`src/rtl/core/dnsw_pkg.sv`:
```
// Shared types and constants of the DNS name text-to-wire converter.
package dnsw_pkg;

  localparam logic [7:0] CHR_NUL       = 8'h00;
  localparam logic [7:0] CHR_BACKSLASH = 8'h5C;
  localparam logic [7:0] CHR_DOT       = 8'h2E;
  localparam logic [7:0] CHR_ZERO      = 8'h30;
  localparam logic [7:0] CHR_NINE      = 8'h39;
  localparam logic [8:0] BUFFER_LIMIT  = 9'd255;
  localparam logic [1:0] ESCAPE_DIGITS_MAX = 2'd3;
  localparam int         DECIMAL_BASE  = 10;

  localparam logic [1:0] KIND_DATA   = 2'd0;
  localparam logic [1:0] KIND_LENGTH = 2'd1;
  localparam logic [1:0] KIND_DONE   = 2'd2;
  localparam logic [1:0] KIND_ERROR  = 2'd3;

  // Largest number of results that one character can cause.
  localparam int RES_MAX = 3;

  typedef struct packed {
    logic [8:0] name_length;
    logic [6:0] label_count;
    logic [6:0] label_index;
    logic [7:0] value;
    logic [7:0] address;
    logic [1:0] kind;
  } result_t;

  // All results of one character, entry 0 first.
  typedef struct packed {
    logic [1:0]                 count;
    result_t [RES_MAX-1:0]      res;
  } bundle_t;

endpackage

```
`src/rtl/core/dns_name_ascii_to_wire.sv`:
```
// Top level of the DNS domain name text-to-wire-format converter.
//
// Usage: characters of a domain name arrive on the s_axis channel, one per
// transfer, with a zero character ending each name. Each character is parsed
// in the cycle it is accepted; any of the zero to three results it causes
// (buffer writes of label bytes, label length writes, a done record, or an
// error) are queued as one bundle. The m_axis channel sends those results one
// per transfer, in order, with tlast on the final result of each character.
// The cfg channel writes max_label_length and is always ready; write it only
// while the block is idle.
// A character's bundle is registered in the queue, from which its results are
// offered on m_axis. Throughput: one character per cycle while each character
// causes at most one result and the receiver is ready; a character with
// several results occupies the output for one transfer per result, and the
// QUEUE_DEPTH-entry bundle queue absorbs such bursts so input keeps flowing.
// Reset (rst, synchronous) empties the queue, restarts the parser at the
// start of a name and sets max_label_length to 63. When the receiver stalls,
// the queue fills and s_axis_tready drops until a bundle is fully sent.
module dns_name_ascii_to_wire import dnsw_pkg::*; #(
  parameter int QUEUE_DEPTH = 4
) (
  input  logic        clk,
  input  logic        rst,
  // Configuration write: max_label_length in bits 5:0.
  input  logic        cfg_valid,
  output logic        cfg_ready,
  input  logic [5:0]  cfg_data,
  // Input stream. tdata: character [7:0].
  input  logic        s_axis_tvalid,
  output logic        s_axis_tready,
  input  logic [7:0]  s_axis_tdata,
  // Output stream. tdata: address [7:0], value [15:8], label_index [22:16],
  // label_count [29:23], name_length [38:30], zero [39]. tuser: kind [1:0].
  output logic        m_axis_tvalid,
  input  logic        m_axis_tready,
  output logic [39:0] m_axis_tdata,
  output logic [1:0]  m_axis_tuser,
  output logic        m_axis_tlast
);

  logic [5:0] max_label_length;
  logic       accept;
  logic       push;
  logic       pop;
  logic       full;
  logic       empty;
  bundle_t    new_bundle;
  bundle_t    head;
  result_t    result;

  assign cfg_ready = 1'b1;

  always_ff @(posedge clk) begin
    if (rst) begin
      max_label_length <= 6'd63;
    end else if (cfg_valid && cfg_ready) begin
      max_label_length <= cfg_data;
    end
  end

  // A character is taken whenever the queue has room for its bundle.
  assign s_axis_tready = !full;
  assign accept        = s_axis_tvalid && s_axis_tready;

  dnsw_front u_front (
    .clk              (clk),
    .rst              (rst),
    .max_label_length (max_label_length),
    .character        (s_axis_tdata),
    .accept           (accept),
    .bundle           (new_bundle),
    .push             (push)
  );

  dnsw_queue #(
    .DEPTH (QUEUE_DEPTH)
  ) u_queue (
    .clk       (clk),
    .rst       (rst),
    .push      (push),
    .push_data (new_bundle),
    .pop       (pop),
    .head      (head),
    .full      (full),
    .empty     (empty)
  );

  dnsw_back u_back (
    .clk    (clk),
    .rst    (rst),
    .head   (head),
    .empty  (empty),
    .ready  (m_axis_tready),
    .valid  (m_axis_tvalid),
    .result (result),
    .last   (m_axis_tlast),
    .pop    (pop)
  );

  assign m_axis_tuser = result.kind;
  assign m_axis_tdata = {1'b0, result.name_length, result.label_count,
                         result.label_index, result.value, result.address};

endmodule

```
`src/rtl/core/dnsw_front.sv`:
```
// Front end: accepts characters, runs the name parser and builds result bundles.
module dnsw_front import dnsw_pkg::*; (
  input  logic       clk,
  input  logic       rst,
  input  logic [5:0] max_label_length,
  input  logic [7:0] character,
  input  logic       accept,
  output bundle_t    bundle,
  output logic       push
);

  localparam logic [2:0] PH_START  = 3'd0;
  localparam logic [2:0] PH_LABEL  = 3'd1;
  localparam logic [2:0] PH_ESCAPE = 3'd2;
  localparam logic [2:0] PH_DIGITS = 3'd3;
  localparam logic [2:0] PH_SKIP   = 3'd4;

  logic [2:0] phase, phase_next;
  logic [8:0] write_offset, write_offset_next;
  logic [7:0] label_start_offset, label_start_offset_next;
  logic [6:0] current_label_length, current_label_length_next;
  logic [6:0] labels_done, labels_done_next;
  logic [9:0] escape_value, escape_value_next;
  logic [1:0] escape_digit_count, escape_digit_count_next;

  logic       is_digit;
  logic [3:0] digit;
  logic [13:0] escape_product;
  logic       do_label_char;
  logic       do_name;
  logic       do_restart;
  logic [1:0] n;

  function automatic result_t mk(input logic [1:0] kind, input logic [7:0] address,
                                 input logic [7:0] value, input logic [6:0] idx,
                                 input logic [6:0] cnt, input logic [8:0] len);
    result_t r;
    r.kind        = kind;
    r.address     = address;
    r.value       = value;
    r.label_index = idx;
    r.label_count = cnt;
    r.name_length = len;
    return r;
  endfunction

  assign is_digit = (character >= CHR_ZERO) && (character <= CHR_NINE);
  assign digit    = 4'(character - CHR_ZERO);
  assign escape_product = {4'b0, escape_value} * 14'(DECIMAL_BASE) + {10'b0, digit};

  always_comb begin
    phase_next                = phase;
    write_offset_next         = write_offset;
    label_start_offset_next   = label_start_offset;
    current_label_length_next = current_label_length;
    labels_done_next          = labels_done;
    escape_value_next         = escape_value;
    escape_digit_count_next   = escape_digit_count;
    do_label_char             = 1'b0;
    do_name                   = 1'b0;
    do_restart                = 1'b0;
    n                         = 2'd0;
    bundle.res                = '0;

    case (phase)
      PH_START: begin
        if (character == CHR_NUL) begin
          do_name = 1'b1;
        end else if (character != CHR_DOT) begin
          phase_next                = PH_LABEL;
          current_label_length_next = 7'd0;
          do_label_char             = 1'b1;
        end
      end
      PH_LABEL: begin
        do_label_char = 1'b1;
      end
      PH_ESCAPE: begin
        if (character == CHR_NUL) begin
          bundle.res[n] = mk(KIND_ERROR, 8'd0, 8'd0, 7'd0, 7'd0, 9'd0);
          n = n + 2'd1;
          do_restart = 1'b1;
        end else if (is_digit) begin
          escape_value_next       = {6'b0, digit};
          escape_digit_count_next = 2'd1;
          phase_next              = PH_DIGITS;
        end else begin
          bundle.res[n] = mk(KIND_DATA, write_offset_next[7:0], character,
                             7'd0, 7'd0, 9'd0);
          n = n + 2'd1;
          write_offset_next = write_offset_next + 9'd1;
          phase_next        = PH_LABEL;
        end
      end
      PH_DIGITS: begin
        if (is_digit) begin
          escape_value_next       = escape_product[9:0];
          escape_digit_count_next = escape_digit_count + 2'd1;
          if (escape_digit_count_next >= ESCAPE_DIGITS_MAX) begin
            bundle.res[n] = mk(KIND_DATA, write_offset_next[7:0],
                               escape_value_next[7:0], 7'd0, 7'd0, 9'd0);
            n = n + 2'd1;
            write_offset_next       = write_offset_next + 9'd1;
            escape_value_next       = 10'd0;
            escape_digit_count_next = 2'd0;
            phase_next              = PH_LABEL;
          end
        end else begin
          bundle.res[n] = mk(KIND_DATA, write_offset_next[7:0], escape_value[7:0],
                             7'd0, 7'd0, 9'd0);
          n = n + 2'd1;
          write_offset_next       = write_offset_next + 9'd1;
          escape_value_next       = 10'd0;
          escape_digit_count_next = 2'd0;
          phase_next              = PH_LABEL;
          do_label_char           = 1'b1;
        end
      end
      default: begin
        // Rest of a rejected name: wait for its terminating zero.
        if (character == CHR_NUL) begin
          do_restart = 1'b1;
        end else begin
          phase_next = PH_SKIP;
        end
      end
    endcase

    if (do_label_char) begin
      if ((character == CHR_NUL) || (character == CHR_DOT)) begin
        bundle.res[n] = mk(KIND_LENGTH, label_start_offset_next,
                           {1'b0, current_label_length_next}, labels_done_next,
                           7'd0, 9'd0);
        n = n + 2'd1;
        labels_done_next          = labels_done_next + 7'd1;
        label_start_offset_next   = write_offset_next[7:0];
        write_offset_next         = {1'b0, label_start_offset_next} + 9'd1;
        current_label_length_next = 7'd0;
        if (character == CHR_NUL) begin
          do_name = 1'b1;
        end else begin
          phase_next = PH_START;
        end
      end else if ((current_label_length_next >= {1'b0, max_label_length}) ||
                   (write_offset_next >= BUFFER_LIMIT)) begin
        bundle.res[n] = mk(KIND_ERROR, 8'd0, 8'd0, 7'd0, 7'd0, 9'd0);
        n = n + 2'd1;
        phase_next = PH_SKIP;
      end else begin
        current_label_length_next = current_label_length_next + 7'd1;
        if (character == CHR_BACKSLASH) begin
          phase_next = PH_ESCAPE;
        end else begin
          bundle.res[n] = mk(KIND_DATA, write_offset_next[7:0], character,
                             7'd0, 7'd0, 9'd0);
          n = n + 2'd1;
          write_offset_next = write_offset_next + 9'd1;
        end
      end
    end

    if (do_name) begin
      bundle.res[n] = mk(KIND_DONE, label_start_offset_next, 8'd0, 7'd0,
                         labels_done_next, {1'b0, label_start_offset_next} + 9'd1);
      n = n + 2'd1;
      do_restart = 1'b1;
    end

    if (do_restart) begin
      phase_next                = PH_START;
      write_offset_next         = 9'd1;
      label_start_offset_next   = 8'd0;
      current_label_length_next = 7'd0;
      labels_done_next          = 7'd0;
      escape_value_next         = 10'd0;
      escape_digit_count_next   = 2'd0;
    end

    bundle.count = n;
  end

  assign push = accept && (n != 2'd0);

  always_ff @(posedge clk) begin
    if (rst) begin
      phase                <= PH_START;
      write_offset         <= 9'd1;
      label_start_offset   <= 8'd0;
      current_label_length <= 7'd0;
      labels_done          <= 7'd0;
      escape_value         <= 10'd0;
      escape_digit_count   <= 2'd0;
    end else if (accept) begin
      phase                <= phase_next;
      write_offset         <= write_offset_next;
      label_start_offset   <= label_start_offset_next;
      current_label_length <= current_label_length_next;
      labels_done          <= labels_done_next;
      escape_value         <= escape_value_next;
      escape_digit_count   <= escape_digit_count_next;
    end
  end

endmodule

```
`src/rtl/core/dnsw_queue.sv`:
```
// Small FIFO of result bundles between the parser and the output serializer.
module dnsw_queue import dnsw_pkg::*; #(
  parameter int DEPTH = 4
) (
  input  logic    clk,
  input  logic    rst,
  input  logic    push,
  input  bundle_t push_data,
  input  logic    pop,
  output bundle_t head,
  output logic    full,
  output logic    empty
);

  localparam int AW = (DEPTH > 1) ? $clog2(DEPTH) : 1;
  localparam int CW = $clog2(DEPTH + 1);
  localparam logic [AW-1:0] LAST_SLOT = AW'(DEPTH - 1);

  bundle_t        mem [DEPTH];
  logic [AW-1:0]  wr_ptr;
  logic [AW-1:0]  rd_ptr;
  logic [CW-1:0]  fill;
  logic           do_push;
  logic           do_pop;

  assign full    = (fill == CW'(DEPTH));
  assign empty   = (fill == '0);
  assign do_push = push && !full;
  assign do_pop  = pop && !empty;
  assign head    = mem[rd_ptr];

  always_ff @(posedge clk) begin
    if (do_push) begin
      mem[wr_ptr] <= push_data;
    end
  end

  always_ff @(posedge clk) begin
    if (rst) begin
      wr_ptr <= '0;
      rd_ptr <= '0;
      fill   <= '0;
    end else begin
      if (do_push) begin
        wr_ptr <= (wr_ptr == LAST_SLOT) ? '0 : wr_ptr + AW'(1);
      end
      if (do_pop) begin
        rd_ptr <= (rd_ptr == LAST_SLOT) ? '0 : rd_ptr + AW'(1);
      end
      if (do_push && !do_pop) begin
        fill <= fill + CW'(1);
      end else if (do_pop && !do_push) begin
        fill <= fill - CW'(1);
      end
    end
  end

endmodule

```
`src/rtl/core/dnsw_back.sv`:
```
// Back end: sends the results of each queued bundle one transfer at a time.
module dnsw_back import dnsw_pkg::*; (
  input  logic    clk,
  input  logic    rst,
  input  bundle_t head,
  input  logic    empty,
  input  logic    ready,
  output logic    valid,
  output result_t result,
  output logic    last,
  output logic    pop
);

  logic [1:0] sel;

  assign valid  = !empty;
  assign result = head.res[sel];
  assign last   = (sel == head.count - 2'd1);
  assign pop    = valid && ready && last;

  always_ff @(posedge clk) begin
    if (rst) begin
      sel <= 2'd0;
    end else if (valid && ready) begin
      sel <= last ? 2'd0 : sel + 2'd1;
    end
  end

endmodule
```
`config.mk`:
```
export PLATFORM = sky130hd
export DESIGN_NAME = dns_name_ascii_to_wire
export DESIGN_NICKNAME = d
export VERILOG_FILES = /design/src/rtl/core/dnsw_pkg.sv /design/src/rtl/core/dns_name_ascii_to_wire.sv /design/src/rtl/core/dnsw_front.sv /design/src/rtl/core/dnsw_queue.sv /design/src/rtl/core/dnsw_back.sv
export SDC_FILE = /design/constraint.sdc
export NUM_CORES = 1
export LEC_CHECK = 0
export BUFFER_PORTS_ARGS = -buffer_cell sky130_fd_sc_hd__buf_4
export CORE_MARGIN = 5
export CORE_UTILIZATION = 56
export CTS_CLUSTER_DIAMETER = 150
export CTS_CLUSTER_SIZE = 28
export DETAILED_ROUTE_END_ITERATION = 7
export HOLD_SLACK_MARGIN = 0.03
export PLACE_DENSITY_LB_ADDON = 0.2
export SYNTH_ARGS = -nofsm -noshare
export SYNTH_HDL_FRONTEND = slang
export SYNTH_SLANG_ARGS = --single-unit
```
`constraint.sdc`:
```
create_clock -name clk -period 12 [get_ports clk]
set_input_delay 2.4 -clock clk [delete_from_list [all_inputs] [get_ports clk]]
set_output_delay 2.4 -clock clk [all_outputs]
set_load 0.05 [all_outputs]
```
==> flow_metrics.tcl, run 1 <==
set metrics [dict create \
    synthDistinctLibCells 79 \
    p_leak_nw 7.99 \
    post-route-util_pct 60.5 \
    drtPass1Iterations 5 \
    slew_violations 0 \
    ys.flop_type "edfxtp_1" \
    skew_ns 0.0277 \
    cp.arrival_ns 9.32 \
    crit_type "primary input to flop" \
    start_util_pct 56.3 \
    grt-ovfl-total 0 \
    grt_first_pass_wirelength_mm 81.1 \
    ctsResizeCount 0 \
    power_density_nw_per_um2 173 \
    tightest_slew_ns 1.23 \
    mostFrequentLayoutCells "edfxtp_1 (436), nor2_1 (141), mux4_2 (109)" \
    cts_hold_buffers 0 \
    clk_latency_ns 0.57 \
    ir_drop_mv 0.123 \
    ys_seq_area_share_pct 64.5 \
    n_fill_cell 2977 \
    slowest_delay_ns 0.98 \
    synth_top_cell_area_share_pct 59.0 \
    vias 13200 \
    synthCells 1497 \
    seqCellArea_um2 14300 \
    routabilityCongestion 0.940 \
    grt_max_degree 110 \
    drive_gt1_share_pct 16.5 \
    drtIter0Drc 1316 \
    worstPathMaxFanout 30 \
    cts-root-buf "clkbuf_16" \
    clk_pin_slew_ns 0.12 \
    antenna_left 0 \
    setup_viol 0 \
    cts.sinks 497 \
    hold_path.class "flop to flop" \
    critPathCaptureType "flop" \
    cts_setup_buffers 0 \
    final_hold_viol_count 0 \
    yosys_register_bits 497 \
    grtUsageTotal_pct 23.8 \
    multi_input_area_um2 7350 \
    final_nets 1578 \
    cts_buffers 21 \
    core_area_um2 39500 \
    synth_area_leaders "edfxtp_1 (59%), mux4_2 (11%), dfxtp_1 (5.5%)" \
    status "complete, no violations" \
    cap_violations 0 \
    io_pins 65 \
    die_area_um2 43700 \
    cp_common_cell "ha_1" \
    die-height_um 209 \
    wire_per_inst_um 25.4 \
    max_slew_margin_pct 17.6 \
    io_buffers 62 \
    antenna_found_initial 1 \
    synth_edf_count 436 \
    cp.required_ns 12.23 \
    clockBufferDepth 3 \
    yosysWarnings 0 \
    placed_area_um2 23300 \
    synthesis.nets 1553 \
    place_hpwl_mm 34.0 \
    final_common_cell "edfxtp_1" \
    antenna_cells 0 \
    rsz0062_at_grt "false" \
    design_area_um2 23900 \
    htreeDepth 1 \
    yosys.area.top_type "edfxtp_1" \
    fin_crit_ns 9.09 \
    viasPerCell 6.39 \
    worstPathCellList "buf_4 -> nand4bb_1 -> nor2_1 -> inv_2 -> ha_1 -> and4_1 -> a311o_1 -> ha_1 -> and3_1 -> ha_1 -> a211oi_1 -> nand2_1 -> a211oi_1 -> nand4_1 -> a31oi_1 -> buf_4 -> a21oi_1 -> or2_2 -> ha_1 -> o311ai_0 -> nand2_1 -> o21ai_1 -> nor2b_4 -> buf_4" \
    grt_pass1_vias 13300 \
    synth_area_um2 22200 \
    drc 0 \
    finalCritPeriodShare_pct 75.7 \
    syn_avg_cell_area_um2 14.8 \
    areaGrowthSynthToFinish_pct 7.46 \
    synthArstFlopShare_pct 0 \
    placementRows 73 \
    clock.fmax_mhz 110 \
    drt-total-wl_mm 52.4 \
    slowest_stage "nor2b_4" \
    die_w_um 209 \
    cts_tree "done" \
    worstSetupStartpointType "primary input" \
]
-- critical path, delay by kind of cell --
| family | cells | cell delay [ns] |
|---|---|---|
| and+or+nand+nor | 9 | 2.93 |
| AOI/OAI and AO/OA | 7 | 1.83 |
| adders and majority gates | 4 | 1.14 |
| buffers and inverters | 4 | 1.00 |
-- flip-flops by register name (all words and copies together) (netlist names), 6 cells and up, named ones only --
signal / count
u_front.labels_done: 7
max_label_length: 6
u_front.current_label_length: 7
u_front.write_offset: 9
u_front.label_start_offset: 8
u_front.escape_value: 8
u_queue.mem: 436
-- per-layer routing --
layer  wire length (um)  global-route usage (%)  vias to the layer above
met4               1470                    5.92                        2
met2              24800                    38.2                      419
met5                 12                       0                        -
li1                   -                       -                     5872
met3               3100                    3.24                       80
met1              23000                    35.3                     6806
-- synthesized netlist by cell type (27+ instances only) --
| cell | number |
|---|---|
| a21oi_1 | 54 |
| and2_1 | 27 |
| clkbuf_1 | 52 |
| dfxtp_1 | 61 |
| edfxtp_1 | 436 |
| ha_1 | 34 |
| inv_1 | 48 |
| mux2i_1 | 55 |
| mux4_2 | 109 |
| nand2_1 | 86 |
| nor2_1 | 141 |
| o21ai_0 | 32 |
| o22ai_1 | 36 |
-- logic make-up (layout without fill, tap and decap cells) --
logic type               Yosys count  after routing  synth area share, %
flip-flops                       497            497                 64.5
AND/OR/NAND/NOR                  370            370                 8.00
AO/OA/AOI/OAI                    248            248                 7.66
multiplexers                     167            167                 13.7
buffers and inverters            142            182                 2.59
adder cells (fa/ha/maj)           37             37                 2.19
XOR/XNOR                          34             34                 1.37
other                              2              2               0.0338
-- cell type report --
class	count	share of cell area, %
sequential	497	60.0
clock buffer	36	2.44
clock inverter	2	0.0734
inverter	50	0.787
multi-input combinational	858	30.8
timing repair buffer	94	3.12
tap	525	2.75
-- stage by stage --
stage	total power, mW	hold WS, ns	worst slack [ns]	std cells	TNS, ns
after floorplan	3.02	0.434	-0.194	1497	-84.44
after global placement	3.34	0.461	2.65	2024	0
after detailed placement	3.35	0.462	2.41	2024	0
after CTS	4.17	0.487	3.00	2062	0
after global routing	4.31	0.526	2.44	2062	0
final	4.13	0.491	2.91	2062	0
-- power by group --
part           total (mW)  internal, mW  switching, mW  leakage, nW
combinational        1.16         0.438          0.721         3.08
sequential           2.14          2.05         0.0888         4.63
clock               0.836         0.338          0.497        0.286
total                4.13          2.82           1.31         7.99
-- final timing paths --
kind	start	end	slack [ns]	depth (start not counted)
min reg2reg	u_front.write_offset[8]$_SDFFE_PP0P_	u_front.write_offset[8]$_SDFFE_PP0P_	0.49	2
max	s_axis_tdata[6]	u_queue.mem[0][34]$_DFFE_PP_	2.91	24
max reg2reg	u_front.phase[0]$_SDFFE_PP0P_	u_queue.mem[0][34]$_DFFE_PP_	4.90	21
min	u_front.write_offset[8]$_SDFFE_PP0P_	u_front.write_offset[8]$_SDFFE_PP0P_	0.49	2
(Power assumes the default switching activity.)
==> run 2: changes to the inputs <==
CORE_UTILIZATION = 62   (was 56)
clock period = 8.9 ns   (was 12 ns; I/O delays follow)
==> run 2 against run 1 <==
Compared with the run above:
- non-clock buffer count up 7
- clock skew down 0.0089 ns
- global-route usage up 2.1 points
- register-to-register slack worse by 2.5 ns
- sequential cell count unchanged
- combinational power up 38%
- power up 35%
- die area down 9.2%
- largest cell class unchanged
- critical path depth up 5
==> flow_metrics.tcl, run 2 (synthesis gave the netlist of run 1 again) <==
set metrics [dict create \
    wire_per_inst_um 25.5 \
    die_w_um 199 \
    grtUsageTotal_pct 25.9 \
    antenna_cells 0 \
    status "complete, no violations" \
    reg2regPathDepth 28 \
    clk_pin_slew_ns 0.12 \
    fin_hold_ws_ns 0.493 \
    regMostFlops "u_queue.mem" \
    tightest_slew_ns 1.06 \
    hold_path.class "flop to flop" \
    reg_top3 "u_queue.mem: 436 flops, u_front.write_offset: 9 flops" \
    mostFrequentLayoutCells "edfxtp_1 (436), nor2_1 (141), mux4_2 (109)" \
    io_buffers 62 \
    r2r_setup_slack_ns 2.36 \
    n_fill_cell 2453 \
    final_nets 1585 \
    cp.required_ns 9.40 \
    skew_ns 0.0189 \
    grt-ovfl-total 0 \
    multi_input_area_um2 7350 \
    cts_setup_buffers 0 \
    cts-root-buf "clkbuf_16" \
    max_slew_margin_pct 29.0 \
    vias 13300 \
    drc 0 \
    largest_register_ffs 436 \
    start_util_pct 62.6 \
    ir_drop_mv 0.256 \
    cts.sinks 497 \
    slowest_stage "and2_1" \
    cts_tree "done" \
    setup_viol 0 \
    fin_crit_ns 7.48 \
    routabilityCongestion 0.985 \
    worst_r2r_endpoint "u_queue.fill[2]$_SDFFE_PP0P_" \
    final_common_cell "edfxtp_1" \
    ctsResizeCount 0 \
    final_hold_viol_count 0 \
    cp_common_cell "ha_1" \
    antenna_left 0 \
    drtIter0Drc 1326 \
    cap_violations 0 \
    placementRows 69 \
    hold-path-endpoint "max_label_length[1]$_SDFFE_PP1P_" \
    p_total_mw 5.57 \
    seqCellArea_um2 14300 \
    io_pins 65 \
    worstSetupStartpointType "primary input" \
    antenna_found_initial 0 \
    clk_latency_ns 0.56 \
    min-delay-start "max_label_length[1]$_SDFFE_PP1P_" \
    finalCritPeriodShare_pct 84.1 \
    crit_buf_inv 5 \
    cts_hold_buffers 0 \
    slowest_delay_ns 0.50 \
    grt_max_degree 93 \
    die-height_um 199 \
    clock.fmax_mhz 134 \
    cp.arrival_ns 7.98 \
    crit_type "primary input to flop" \
    htreeDepth 1 \
    drt-total-wl_mm 51.1 \
    place_hpwl_mm 33.7 \
    rsz0062_at_grt "false" \
    cts_buffers 21 \
    rr_startpoint "u_front.phase[1]$_SDFFE_PP0P_" \
    critPathCaptureType "flop" \
    grt_first_pass_wirelength_mm 79.1 \
    dp_cells 1967 \
    worstPathMaxFanout 12 \
    drive_gt1_share_pct 16.9 \
    whs_path_depth 2 \
    grt_pass1_vias 13200 \
    slew_violations 0 \
    power_density_nw_per_um2 233 \
    crit_family "simple AND/OR/NAND/NOR gates" \
    areaGrowthSynthToFinish_pct 7.78 \
    clockBufferDepth 3 \
    pre_cts_ws_ns 1.00 \
    die_area_um2 39700 \
    p_leak_nw 8.05 \
    viasPerCell 6.63 \
    fin_ws_ns 1.42 \
    setup_tns_ns 0 \
    drtPass1Iterations 5 \
    core_area_um2 35500 \
    instances_no_fill 2005 \
]
run 2: cell types whose count changed in the layout (fill, tap and decap cells not counted):
cell	previous run	this run
buf_4	91	90
buf_12	3	11
run 2: worst reg2reg max path: cells and delay by family, from the launching register on:
family	cells	cell delay, ns
fa+ha+maj	5	1.13
flops	1	0.50
simple gates	8	1.58
buf+inv	4	0.62
mux	1	0.41
xor+xnor	1	0.07
compound gates	9	2.17
run 2: layout make-up:
type / count / area share (%)
Timing Repair Buffer: 101 / 3.74
Clock inverter: 2 / 0.0732
Sequential cell: 497 / 59.9
Clock buffer: 36 / 2.43
Tap cell: 461 / 2.41
Inverter: 50 / 0.784
Multi-Input combinational cell: 858 / 30.7
run 2: worst max-delay path by stage:
stage                     from                      endpoint  cells past startpoint
2_1_floorplan  s_axis_tdata[5]   u_queue.mem[3][0]$_DFFE_PP_                     24
3_3_place_gp   s_axis_tdata[0]  u_queue.fill[2]$_SDFFE_PP0P_                     28
3_5_place_dp   s_axis_tdata[0]  u_queue.fill[2]$_SDFFE_PP0P_                     28
4_1_cts        s_axis_tdata[0]  u_queue.fill[2]$_SDFFE_PP0P_                     28
5_1_grt        s_axis_tdata[0]  u_queue.fill[2]$_SDFFE_PP0P_                     28
6_report       s_axis_tdata[0]  u_queue.fill[2]$_SDFFE_PP0P_                     29
run 2: layer usage:
layer / track usage, % / part of all wire [%] / vias to the layer above
met5: 0 / 0 / -
met4: 5.07 / 1.7 / 0
met3: 3.02 / 6.7 / 60
met2: 42.7 / 49 / 488
met1: 38.4 / 43 / 6864
li1: - / - / 5877
run 2: report_power, final:
group / switching (mW) / total, mW / internal (mW)
registers: 0.0889 / 2.85 / 2.76
logic: 0.991 / 1.60 / 0.605
clock network: 0.671 / 1.13 / 0.456
run 2: metrics by stage:
| stage | cell area (um2) | util (%) |
|---|---|---|
| CTS | 23900 | 67.4 |
| finish | 23900 | 67.4 |
| global route | 23900 | 67.4 |
| global placement | 23300 | 65.8 |
| floorplan | 22200 | - |
| detailed placement | 23300 | 65.8 |
